## src/rtl/tau_candidate_cut_counter_unit_macros.svh

```systemverilog
// Assertion macros shared by the tau candidate cut counter RTL.
// They expect clk and arst_n in the scope of the module that uses them.
`ifndef TAU_CANDIDATE_CUT_COUNTER_UNIT_MACROS_SVH
`define TAU_CANDIDATE_CUT_COUNTER_UNIT_MACROS_SVH

// Consequent must hold in the same cycle as the antecedent.
`define TCCC_ASSERT_NOW(lbl, ante, cons, msg) \
	lbl: assert property (@(posedge clk) disable iff (!arst_n) (ante) |-> (cons)) else $error(msg);

// Consequent must hold in the cycle after the antecedent.
`define TCCC_ASSERT_NEXT(lbl, ante, cons, msg) \
	lbl: assert property (@(posedge clk) disable iff (!arst_n) (ante) |=> (cons)) else $error(msg);

`endif

```

## src/rtl/tccc_pkg.sv

```systemverilog
// Shared types and constants of the tau candidate cut counter.
`default_nettype none
package tccc_pkg;

	// configuration port geometry
	localparam int CFG_IDX_W  = 3;
	localparam int CFG_DATA_W = 60;

	// register indexes
	localparam logic [CFG_IDX_W-1:0] REG_BARREL_COEFFS  = 3'd0;
	localparam logic [CFG_IDX_W-1:0] REG_ENDCAP_COEFFS  = 3'd1;
	localparam logic [CFG_IDX_W-1:0] REG_MIN_OFFLINE_PT = 3'd2;
	localparam logic [CFG_IDX_W-1:0] REG_ETA_WINDOW     = 3'd3;
	localparam logic [CFG_IDX_W-1:0] REG_MAX_REL_ISO    = 3'd4;
	localparam logic [CFG_IDX_W-1:0] REG_MIN_LEAD_TRK   = 3'd5;
	localparam logic [CFG_IDX_W-1:0] REG_MIN_COUNT      = 3'd6;

	// default maximum candidates per event
	localparam int MAX_CANDS_DEF = 64;

	// words buffered between classifier and counter
	localparam int Q_DEPTH = 4;

	// |eta| below this selects the barrel coefficients (1.5 in 1/128 units)
	localparam logic signed [10:0] ETA_BARREL = 11'sd192;

	// isolation limit value that turns the cut off
	localparam logic [15:0] ISO_OFF = 16'hFFFF;

	// c0 = 0, c1 = 1.0 (Q.12), c2 = 0
	localparam logic [59:0] COEF_RESET = 60'h0_0001_0000_0000;

	typedef struct packed {
		logic [59:0]        barrel_coeffs;
		logic [59:0]        endcap_coeffs;
		logic signed [16:0] min_offline_pt;
		logic [23:0]        eta_window;
		logic [15:0]        max_rel_iso;
		logic signed [16:0] min_lead_track_pt;
		logic [6:0]         min_count;
	} cfg_t;

	localparam cfg_t CFG_RESET = '{
		barrel_coeffs:     COEF_RESET,
		endcap_coeffs:     COEF_RESET,
		min_offline_pt:    -17'sd4,
		eta_window:        24'h280D80,
		max_rel_iso:       ISO_OFF,
		min_lead_track_pt: -17'sd4,
		min_count:         7'd1
	};

	// classified candidate word handed from front to back
	typedef struct packed {
		logic pass;
		logic last;
	} cls_t;

endpackage
`default_nettype wire

```

## src/rtl/tccc_cand_if.sv

```systemverilog
// Candidate input channel.
`default_nettype none
interface tccc_cand_if;
	logic               valid;
	logic               ready;
	logic [15:0]        cand_pt;
	logic signed [10:0] cand_eta;
	logic [15:0]        iso_sum;
	logic [15:0]        track_pt;
	logic               end_of_event;

	modport source (output valid, cand_pt, cand_eta, iso_sum, track_pt, end_of_event,
		input ready);
	modport sink (input valid, cand_pt, cand_eta, iso_sum, track_pt, end_of_event,
		output ready);
endinterface
`default_nettype wire

```

## src/rtl/tccc_res_if.sv

```systemverilog
// Result output channel.
`default_nettype none
interface tccc_res_if;
	logic       valid;
	logic       ready;
	logic       passed;
	logic [5:0] cand_index;
	logic [6:0] count_so_far;
	logic       accept;
	logic       final_res;

	modport source (output valid, passed, cand_index, count_so_far, accept, final_res,
		input ready);
	modport sink (input valid, passed, cand_index, count_so_far, accept, final_res,
		output ready);
endinterface
`default_nettype wire

```

## src/rtl/tccc_cfg_if.sv

```systemverilog
// Configuration write channel.
`default_nettype none
interface tccc_cfg_if;
	logic        valid;
	logic        ready;
	logic [2:0]  index;
	logic [59:0] data;

	modport source (output valid, index, data, input ready);
	modport sink (input valid, index, data, output ready);
endinterface
`default_nettype wire

```

## src/rtl/tccc_front.sv

```systemverilog
// Front end: takes candidates, calibrates pt and applies the cuts.
`default_nettype none
module tccc_front
	import tccc_pkg::*;
(
	input  wire         clk,
	input  wire         arst_n,
	tccc_cand_if.sink   cand,
	input  cfg_t        cfg,
	output logic        push,
	output cls_t        push_word,
	input  wire         q_ready
);

	typedef struct packed {
		logic signed [36:0] prod1;    // pt * c1
		logic [31:0]        sq;       // pt * pt
		logic [31:0]        iso_lim;  // max_rel_iso * pt
		logic [23:0]        iso_sh;   // iso_sum * 256
		logic signed [19:0] c0;
		logic signed [19:0] c2;
		logic               eta_ok;
		logic               trk_ok;
		logic               iso_dis;
		logic               pt_zero;
		logic               last;
	} st1_t;

	typedef struct packed {
		logic signed [52:0] term2;    // pt^2 * c2
		logic signed [45:0] sum01;    // c0 * 2^20 + pt * c1 * 2^8
		logic               eta_ok;
		logic               trk_ok;
		logic               iso_ok;
		logic               last;
	} st2_t;

	logic               v_s1, v_s2;
	st1_t               st_s1;
	st2_t               st_s2;
	logic               en;
	logic               barrel;
	logic [59:0]        coeffs;
	logic signed [19:0] c1;
	logic signed [16:0] pt_s;
	logic signed [11:0] eta12, emin, emax;
	st1_t               nx1;
	st2_t               nx2;
	logic signed [54:0] cal;
	logic signed [36:0] min_sc;
	logic               pt_ok;

	// whole pipe moves unless the last stage waits on the queue
	assign en        = !v_s2 || q_ready;
	assign cand.ready = en;

	// stage 1: coefficient select, first products, cheap cuts
	always_comb begin
		barrel = (cand.cand_eta > -ETA_BARREL) && (cand.cand_eta < ETA_BARREL);
		coeffs = barrel ? cfg.barrel_coeffs : cfg.endcap_coeffs;
		c1     = $signed(coeffs[39:20]);
		pt_s   = $signed({1'b0, cand.cand_pt});
		eta12  = 12'(cand.cand_eta);
		emin   = $signed(cfg.eta_window[11:0]);
		emax   = $signed(cfg.eta_window[23:12]);
		nx1.prod1   = 37'(pt_s) * 37'(c1);
		nx1.sq      = 32'(cand.cand_pt) * 32'(cand.cand_pt);
		nx1.iso_lim = 32'(cfg.max_rel_iso) * 32'(cand.cand_pt);
		nx1.iso_sh  = {cand.iso_sum, 8'b0};
		nx1.c0      = $signed(coeffs[19:0]);
		nx1.c2      = $signed(coeffs[59:40]);
		nx1.eta_ok  = (eta12 >= emin) && (eta12 <= emax);
		nx1.trk_ok  = $signed({1'b0, cand.track_pt}) > cfg.min_lead_track_pt;
		nx1.iso_dis = cfg.max_rel_iso == ISO_OFF;
		nx1.pt_zero = cand.cand_pt == 16'd0;
		nx1.last    = cand.end_of_event;
	end

	// stage 2: quadratic product, constant and linear terms, isolation compare
	always_comb begin
		nx2.term2  = 53'($signed({1'b0, st_s1.sq})) * 53'(st_s1.c2);
		nx2.sum01  = 46'($signed({st_s1.c0, 20'b0})) + 46'($signed({st_s1.prod1, 8'b0}));
		nx2.eta_ok = st_s1.eta_ok;
		nx2.trk_ok = st_s1.trk_ok;
		nx2.iso_ok = st_s1.iso_dis ||
			(!st_s1.pt_zero && ({8'b0, st_s1.iso_sh} < st_s1.iso_lim));
		nx2.last   = st_s1.last;
	end

	// final sum and pt threshold feed the queue
	always_comb begin
		cal    = 55'(st_s2.term2) + 55'(st_s2.sum01);
		min_sc = $signed({cfg.min_offline_pt, 20'b0});
		pt_ok  = cal >= 55'(min_sc);
		push_word.pass = pt_ok && st_s2.eta_ok && st_s2.iso_ok && st_s2.trk_ok;
		push_word.last = st_s2.last;
	end

	assign push = v_s2 && q_ready;

	// stage valids
	always_ff @(posedge clk or negedge arst_n) begin
		if (!arst_n) begin
			v_s1 <= 1'b0;
			v_s2 <= 1'b0;
		end else if (en) begin
			v_s1 <= cand.valid;
			v_s2 <= v_s1;
		end
	end

	// stage payloads
	always_ff @(posedge clk) begin
		if (en) begin
			st_s1 <= nx1;
			st_s2 <= nx2;
		end
	end

endmodule
`default_nettype wire

```

## src/rtl/tccc_queue.sv

```systemverilog
// Short word queue between the classifier and the event counter.
`default_nettype none
module tccc_queue
	import tccc_pkg::*;
(
	input  wire   clk,
	input  wire   arst_n,
	input  wire   push,
	input  cls_t  push_word,
	output logic  q_ready,
	input  wire   pop,
	output logic  q_valid,
	output cls_t  q_word
);

	`include "tau_candidate_cut_counter_unit_macros.svh"

	localparam int PtrW = (Q_DEPTH > 1) ? $clog2(Q_DEPTH) : 1;
	localparam int CntW = $clog2(Q_DEPTH + 1);
	localparam logic [PtrW-1:0] LastPtr = PtrW'(Q_DEPTH - 1);
	localparam logic [CntW-1:0] Full    = CntW'(Q_DEPTH);

	cls_t            mem_q [Q_DEPTH];
	logic [PtrW-1:0] wr_q, rd_q;
	logic [CntW-1:0] count_q;

	assign q_ready = count_q != Full;
	assign q_valid = count_q != '0;
	assign q_word  = mem_q[rd_q];

	// storage
	always_ff @(posedge clk) begin
		if (push) begin
			mem_q[wr_q] <= push_word;
		end
	end

	// pointers and fill level
	always_ff @(posedge clk or negedge arst_n) begin
		if (!arst_n) begin
			wr_q    <= '0;
			rd_q    <= '0;
			count_q <= '0;
		end else begin
			if (push) begin
				wr_q <= (wr_q == LastPtr) ? '0 : wr_q + 1'b1;
			end
			if (pop) begin
				rd_q <= (rd_q == LastPtr) ? '0 : rd_q + 1'b1;
			end
			if (push && !pop) begin
				count_q <= count_q + 1'b1;
			end else if (pop && !push) begin
				count_q <= count_q - 1'b1;
			end
		end
	end

	`TCCC_ASSERT_NOW(a_q_no_overflow, push, count_q != Full || pop, "queue overflow")
	`TCCC_ASSERT_NOW(a_q_no_underflow, pop, count_q != '0, "queue underflow")

endmodule
`default_nettype wire

```

## src/rtl/tccc_back.sv

```systemverilog
// Back end: per-event counting and the registered result word.
`default_nettype none
module tccc_back
	import tccc_pkg::*;
#(
	parameter int MAX_CANDS = MAX_CANDS_DEF
) (
	input  wire         clk,
	input  wire         arst_n,
	input  wire         q_valid,
	input  cls_t        q_word,
	output logic        pop,
	input  logic [6:0]  min_count,
	tccc_res_if.source  res
);

	`include "tau_candidate_cut_counter_unit_macros.svh"

	localparam int PosCapI   = (MAX_CANDS - 1 > 63) ? 63 : MAX_CANDS - 1;
	localparam int CountCapI = (MAX_CANDS > 127) ? 127 : MAX_CANDS;
	localparam logic [5:0] PosCap   = 6'(PosCapI);
	localparam logic [6:0] CountCap = 7'(CountCapI);

	logic [5:0] pos_q;
	logic [6:0] cnt_q;
	logic [6:0] cnt_nx;
	logic       out_valid_q;
	logic       passed_q, accept_q, final_q;
	logic [5:0] index_q;
	logic [6:0] count_out_q;

	// take a word when the output register is free or being emptied
	assign pop = q_valid && (!out_valid_q || res.ready);

	assign cnt_nx = (q_word.pass && cnt_q < CountCap) ? cnt_q + 1'b1 : cnt_q;

	assign res.valid        = out_valid_q;
	assign res.passed       = passed_q;
	assign res.cand_index   = index_q;
	assign res.count_so_far = count_out_q;
	assign res.accept       = accept_q;
	assign res.final_res    = final_q;

	// event state and output valid
	always_ff @(posedge clk or negedge arst_n) begin
		if (!arst_n) begin
			pos_q       <= '0;
			cnt_q       <= '0;
			out_valid_q <= 1'b0;
		end else begin
			if (pop) begin
				out_valid_q <= 1'b1;
				if (q_word.last) begin
					pos_q <= '0;
					cnt_q <= '0;
				end else begin
					cnt_q <= cnt_nx;
					if (pos_q < PosCap) begin
						pos_q <= pos_q + 1'b1;
					end
				end
			end else if (res.ready) begin
				out_valid_q <= 1'b0;
			end
		end
	end

	// result word
	always_ff @(posedge clk) begin
		if (pop) begin
			passed_q    <= q_word.pass;
			index_q     <= pos_q;
			count_out_q <= cnt_nx;
			accept_q    <= q_word.last && (cnt_nx >= min_count);
			final_q     <= q_word.last;
		end
	end

	`TCCC_ASSERT_NOW(a_accept_only_final, out_valid_q && accept_q, final_q,
		"accept without final flag")
	`TCCC_ASSERT_NEXT(a_clear_after_last, pop && q_word.last, pos_q == '0 && cnt_q == '0,
		"event state not cleared")
	`TCCC_ASSERT_NOW(a_count_capped, 1'b1, cnt_q <= CountCap && pos_q <= PosCap,
		"counter beyond cap")

endmodule
`default_nettype wire

```

## src/rtl/tau_candidate_cut_counter_unit.sv

```systemverilog
// Tau candidate cut counter: calibrates and cuts each candidate word and counts
// passing candidates per event. One candidate word is accepted per clock unless the
// second calibration stage holds a word that the full four-word queue cannot take.
// An accepted word passes the stage 1 and stage 2 registers and the queue before the
// output register. Two calibration stages (pt*c1 and pt*pt, then pt^2*c2) are followed
// by the final sum and cuts, which feed the queue write. The output register loads
// as the word leaves the queue. Result stalls fill the queue first and then
// hold the pipeline. Configuration writes are taken at any time with ready held high
// and are meant for an idle block; unknown register indexes are ignored. There is no
// clearing pass after reset.
`default_nettype none
module tau_candidate_cut_counter_unit
	import tccc_pkg::*;
#(
	parameter int MAX_CANDS = MAX_CANDS_DEF
) (
	input  wire         clk,
	input  wire         arst_n,
	tccc_cand_if.sink   cand,
	tccc_res_if.source  res,
	tccc_cfg_if.sink    cfg
);

	cfg_t cfg_q;
	logic push, q_ready, pop, q_valid;
	cls_t push_word, q_word;

	assign cfg.ready = 1'b1;

	// configuration registers
	always_ff @(posedge clk or negedge arst_n) begin
		if (!arst_n) begin
			cfg_q <= CFG_RESET;
		end else if (cfg.valid) begin
			case (cfg.index)
				REG_BARREL_COEFFS:  cfg_q.barrel_coeffs     <= cfg.data[59:0];
				REG_ENDCAP_COEFFS:  cfg_q.endcap_coeffs     <= cfg.data[59:0];
				REG_MIN_OFFLINE_PT: cfg_q.min_offline_pt    <= $signed(cfg.data[16:0]);
				REG_ETA_WINDOW:     cfg_q.eta_window        <= cfg.data[23:0];
				REG_MAX_REL_ISO:    cfg_q.max_rel_iso       <= cfg.data[15:0];
				REG_MIN_LEAD_TRK:   cfg_q.min_lead_track_pt <= $signed(cfg.data[16:0]);
				REG_MIN_COUNT:      cfg_q.min_count         <= cfg.data[6:0];
				default: ;
			endcase
		end
	end

	tccc_front u_front (
		.clk       (clk),
		.arst_n    (arst_n),
		.cand      (cand),
		.cfg       (cfg_q),
		.push      (push),
		.push_word (push_word),
		.q_ready   (q_ready)
	);

	tccc_queue u_queue (
		.clk       (clk),
		.arst_n    (arst_n),
		.push      (push),
		.push_word (push_word),
		.q_ready   (q_ready),
		.pop       (pop),
		.q_valid   (q_valid),
		.q_word    (q_word)
	);

	tccc_back #(
		.MAX_CANDS (MAX_CANDS)
	) u_back (
		.clk       (clk),
		.arst_n    (arst_n),
		.q_valid   (q_valid),
		.q_word    (q_word),
		.pop       (pop),
		.min_count (cfg_q.min_count),
		.res       (res)
	);

endmodule
`default_nettype wire
```

## src/flat_wrapper.sv

```systemverilog
// flat-port wrapper written by rule: the top's interface ports become plain ports
module tau_candidate_cut_counter_unit_flat import tccc_pkg::*;
#(
	parameter int MAX_CANDS = MAX_CANDS_DEF
)
  (clk, arst_n, cand_valid, cand_cand_pt, cand_cand_eta, cand_iso_sum, cand_track_pt, cand_end_of_event, cand_ready, res_valid, res_passed, res_cand_index, res_count_so_far, res_accept, res_final_res, res_ready, cfg_valid, cfg_index, cfg_data, cfg_ready);
  tccc_cand_if cand_i ();
  tccc_res_if res_i ();
  tccc_cfg_if cfg_i ();
  input  wire clk;
  input  wire arst_n;
  input wire logic [$bits(cand_i.valid)-1:0] cand_valid;
  input wire logic [$bits(cand_i.cand_pt)-1:0] cand_cand_pt;
  input wire logic [$bits(cand_i.cand_eta)-1:0] cand_cand_eta;
  input wire logic [$bits(cand_i.iso_sum)-1:0] cand_iso_sum;
  input wire logic [$bits(cand_i.track_pt)-1:0] cand_track_pt;
  input wire logic [$bits(cand_i.end_of_event)-1:0] cand_end_of_event;
  output wire logic [$bits(cand_i.ready)-1:0] cand_ready;
  output wire logic [$bits(res_i.valid)-1:0] res_valid;
  output wire logic [$bits(res_i.passed)-1:0] res_passed;
  output wire logic [$bits(res_i.cand_index)-1:0] res_cand_index;
  output wire logic [$bits(res_i.count_so_far)-1:0] res_count_so_far;
  output wire logic [$bits(res_i.accept)-1:0] res_accept;
  output wire logic [$bits(res_i.final_res)-1:0] res_final_res;
  input wire logic [$bits(res_i.ready)-1:0] res_ready;
  input wire logic [$bits(cfg_i.valid)-1:0] cfg_valid;
  input wire logic [$bits(cfg_i.index)-1:0] cfg_index;
  input wire logic [$bits(cfg_i.data)-1:0] cfg_data;
  output wire logic [$bits(cfg_i.ready)-1:0] cfg_ready;
  assign cand_i.valid = cand_valid;
  assign cand_i.cand_pt = cand_cand_pt;
  assign cand_i.cand_eta = cand_cand_eta;
  assign cand_i.iso_sum = cand_iso_sum;
  assign cand_i.track_pt = cand_track_pt;
  assign cand_i.end_of_event = cand_end_of_event;
  assign cand_ready = cand_i.ready;
  assign res_valid = res_i.valid;
  assign res_passed = res_i.passed;
  assign res_cand_index = res_i.cand_index;
  assign res_count_so_far = res_i.count_so_far;
  assign res_accept = res_i.accept;
  assign res_final_res = res_i.final_res;
  assign res_i.ready = res_ready;
  assign cfg_i.valid = cfg_valid;
  assign cfg_i.index = cfg_index;
  assign cfg_i.data = cfg_data;
  assign cfg_ready = cfg_i.ready;
  tau_candidate_cut_counter_unit #(.MAX_CANDS(MAX_CANDS)) u_core (.clk(clk), .arst_n(arst_n), .cand(cand_i), .res(res_i), .cfg(cfg_i));
endmodule
```

## config.mk

```make
export PLATFORM = sky130hd
export DESIGN_NAME = tau_candidate_cut_counter_unit_flat
export DESIGN_NICKNAME = d
export VERILOG_FILES = /design/src/rtl/tccc_pkg.sv /design/src/rtl/tccc_cand_if.sv /design/src/rtl/tccc_res_if.sv /design/src/rtl/tccc_cfg_if.sv /design/src/rtl/tccc_front.sv /design/src/rtl/tccc_queue.sv /design/src/rtl/tccc_back.sv /design/src/rtl/tau_candidate_cut_counter_unit.sv /design/src/flat_wrapper.sv
export VERILOG_INCLUDE_DIRS = /design/src /design/src/rtl
export SDC_FILE = /design/constraint.sdc
export NUM_CORES = 2
export LEC_CHECK = 0
export BUFFER_PORTS_ARGS = -buffer_cell sky130_fd_sc_hd__buf_2
export CAP_MARGIN = 10
export CORE_ASPECT_RATIO = 1.4
export CORE_UTILIZATION = 55
export CTS_BUF_LIST = sky130_fd_sc_hd__clkbuf_8
export CTS_CLUSTER_DIAMETER = 30
export DETAILED_ROUTE_END_ITERATION = 10
export GPL_TIMING_DRIVEN = 1
export PLACE_DENSITY = 0.76
export SYNTH_ARGS = -nofsm -noshare
export SYNTH_HDL_FRONTEND = slang
export SYNTH_HIERARCHICAL = 1
export SYNTH_SLANG_ARGS = --single-unit
```

## constraint.sdc

```tcl
create_clock -name clk -period 24.3 [get_ports clk]
set_input_delay 3.645 -clock clk [delete_from_list [all_inputs] [get_ports clk]]
set_output_delay 3.645 -clock clk [all_outputs]
set_load 0.02 [all_outputs]
```

==> flow_summary.yaml <==
synth:
  synthArstFlopShare_pct: 44.4
  synth_top_area_share_pct: 33.6
  syn_avg_cell_area_um2: 9.95
  seq_area_frac_synth_pct: 19.6
  synth_area_leaders: "fa_1 (34%), edfxtp_1 (12%), ha_1 (12%)"
  synth_edf_count: 280
  synth_area_um2: 71900
  synth_seq_cells: 504
  synthDistinctLibCells: 96
  synth_top_area_cell: "fa_1"
  synth_top_flop_cell: "edfxtp_1"
  ys_warn_count: 6
  synthCells: 7229
route:
  post_drt_wl_per_cell_um: 19.6
  ant_nets: 0
  finalWirelength_mm: 178
  drt_iter0_drc: 2865
  first_pass_iters: 6
  remaining_drc_errors: 0
  vias: 50200
  vias_per_cell: 5.54
layout:
  drive_above_1_share_pct: 9.32
  area_growth_syn_to_layout_pct: 6.02
  final_cell_mix: "inv_1 (1585), fa_1 (1207), nand2_1 (905)"
  fin_area_um2: 76200
  nets: 9231
  final_common_cell: "inv_1"
  stdcell_count: 9053
worst_setup_path:
  cp_max_fo: 44
  max_stage_delay_ns: 0.69
  timing.rr.start: "u_core/u_front/st_s1[111]"
  crit_path_end_kind: "flip-flop"
  crit_type: "in2reg"
  ff2ff_setup_slack_ns: 16.12
  cp.required_ns: 24.83
  critical-path-slowest-cell: "buf_4"
  worstPathArrival_ns: 12.23
  cp-start-kind: "input port"
  cp_common_cell: "fa_1"
  worst-r2r-cell-count: 22
  r2r-end: "u_core/u_front/st_s2[102]"
place:
  dpl.hpwl_mm: 139
  dp.cells: 8870
  routabilityCongestion: 0.941
  port_buffers: 145
  postPlaceCellArea_um2: 74100
global_routing:
  grt_first_pass_wirelength_mm: 285
  antenna_found_initial: 9
  grt_remaining_overflow: 0
  grt_pass1_vias: 54800
  grt.total_usage_pct: 27.7
  grt_max_degree: 123
hold_path:
  min_from: "u_core/u_front/st_s1[143]"
  hold_depth: 0
  min_to: "u_core/u_front/st_s2[22]"
  hold_class: "reg2reg"
floorplanning:
  rows: 156
  io_pins: 147
  die_h_um: 430
  floorplan.die_area_um2: 132000
  initial_utilization_pct: 55.6
  core_um2: 129000
  die_w_um: 308
sta:
  finClkSkew_ns: 0.0707
  rsz0062_at_grt: "no"
  period_share_pct: 48.1
  final.setup.tns_ns: 0
  max_freq_mhz: 85.5
  tightest_slew_ns: 1.14
  setup_viol: 0
  hold_violations: 0
  period_needed_ns: 11.70
  drv_slew: 0
  slew_headroom_pct: 24.3
job:
  drv_cap: 0
clock_network:
  cts_buffer_depth: 3
  numCtsBuffers: 94
  post-cts-setup-buffer-count: 0
  clock-sinks: 504
  cts_max_level: 3
  cts_hold_buf: 0
  cts_resized: 0
  clock_latency_ns: 0.81
  cts_root_buf: "clkbuf_8"
  path_clk_slew_ns: 0.06
  cts_tree: "yes"
status:
  run_status: "finished clean"
sequential cells by signal (all words and copies together), names as in the netlist, 2 cells and up:
signal and flops:
u_core/u_back/cnt_q 7, u_core/u_front/nx2 3, u_core/cfg_q 201, u_core/u_back/res.count_so_far 7, u_core/u_back/pos_q 6, u_core/u_queue/count_q 3
u_core/u_front/st_s2 94, u_core/u_queue/rd_q 2, u_core/u_queue/wr_q 2, u_core/u_queue/mem_q 8, u_core/u_back/res.cand_index 6, u_core/u_front/st_s1 158
Yosys cell counts (26+ instances only):
cell type  instances
nor3_1            30
ha_1             668
nand4_1           42
o21a_1            43
xnor2_1          148
a21oi_1          196
xor2_1            61
and2_1           449
nor2b_1           37
mux2_1            30
dfstp_2           55
dfrtp_1          169
a21o_1           124
mux2_2           237
inv_1           1567
clkbuf_1         265
nand2b_1          51
o21bai_1          34
fa_1            1207
buf_2             26
nor2_1           165
o21ai_0          100
nand3_1           34
nand2_1          905
edfxtp_1         280
per-layer routing:
metal / routed length [um] / global-route usage, % / up-vias
met5: 0 / 0 / -
met4: 10600 / 15.0 / 0
met3: 8010 / 3.12 / 593
met2: 94000 / 50.6 / 1569
met1: 64900 / 31.4 / 25600
li1: - / - / 22400
worst max-delay path by stage:
stage / cells past startpoint / start / end / slack [ns]
6_report: 29 / cand_cand_eta[3] / u_core/u_front/st_s1[167] / 12.60
5_1_grt: 29 / cand_cand_eta[3] / u_core/u_front/st_s1[167] / 12.10
4_1_cts: 29 / cand_cand_eta[3] / u_core/u_front/st_s1[169] / 12.70
2_1_floorplan: 27 / cand_cand_eta[3] / u_core/u_front/st_s1[169] / 13.20
3_5_place_dp: 29 / cand_cand_eta[3] / u_core/u_front/st_s1[169] / 11.86
3_3_place_gp: 29 / cand_cand_eta[3] / u_core/u_front/st_s1[169] / 11.88
final cells by class:
type	instances	area [um2]
fill	10900	53200
multi-input combinational	4852	50800
sequential	504	14100
inverter	1573	5900
tap	1738	2170
clock buffer	100	1380
timing repair buffer	203	1170
clock inverter	77	743
antenna	6	15.0
through the flow:
step	setup slack (ns)	hold WS, ns	util (%)
after floorplan	13.20	0.400	-
after global placement	11.88	0.401	57.3
after detailed placement	11.86	0.405	57.3
after CTS	12.70	0.389	58.9
after global routing	12.10	0.408	58.9
final	12.60	0.400	58.9
cell families after synthesis:
logic type	count (synthesis)	share of synthesized area, %
AND/OR/NAND/NOR	1818	12.2
adder cells (fa/ha/maj)	1875	45.2
AO/OA/AOI/OAI	663	6.10
multiplexers	278	4.39
other	3	0.0157
XOR/XNOR	209	2.55
buffers and inverters	1879	9.94
flip-flops	504	19.6
critical path, delay by kind of cell:
kind | cells | cell delay [ns]
xor+xnor | 1 | 0.10
simple gates | 3 | 0.73
fa+ha+maj | 7 | 3.29
compound gates | 10 | 2.48
buf+inv | 7 | 1.34
mux | 1 | 0.57
Power is left out: the tool's default activity adds up to more than one toggle a clock period on the data nets, which glitch-free logic cannot reach.
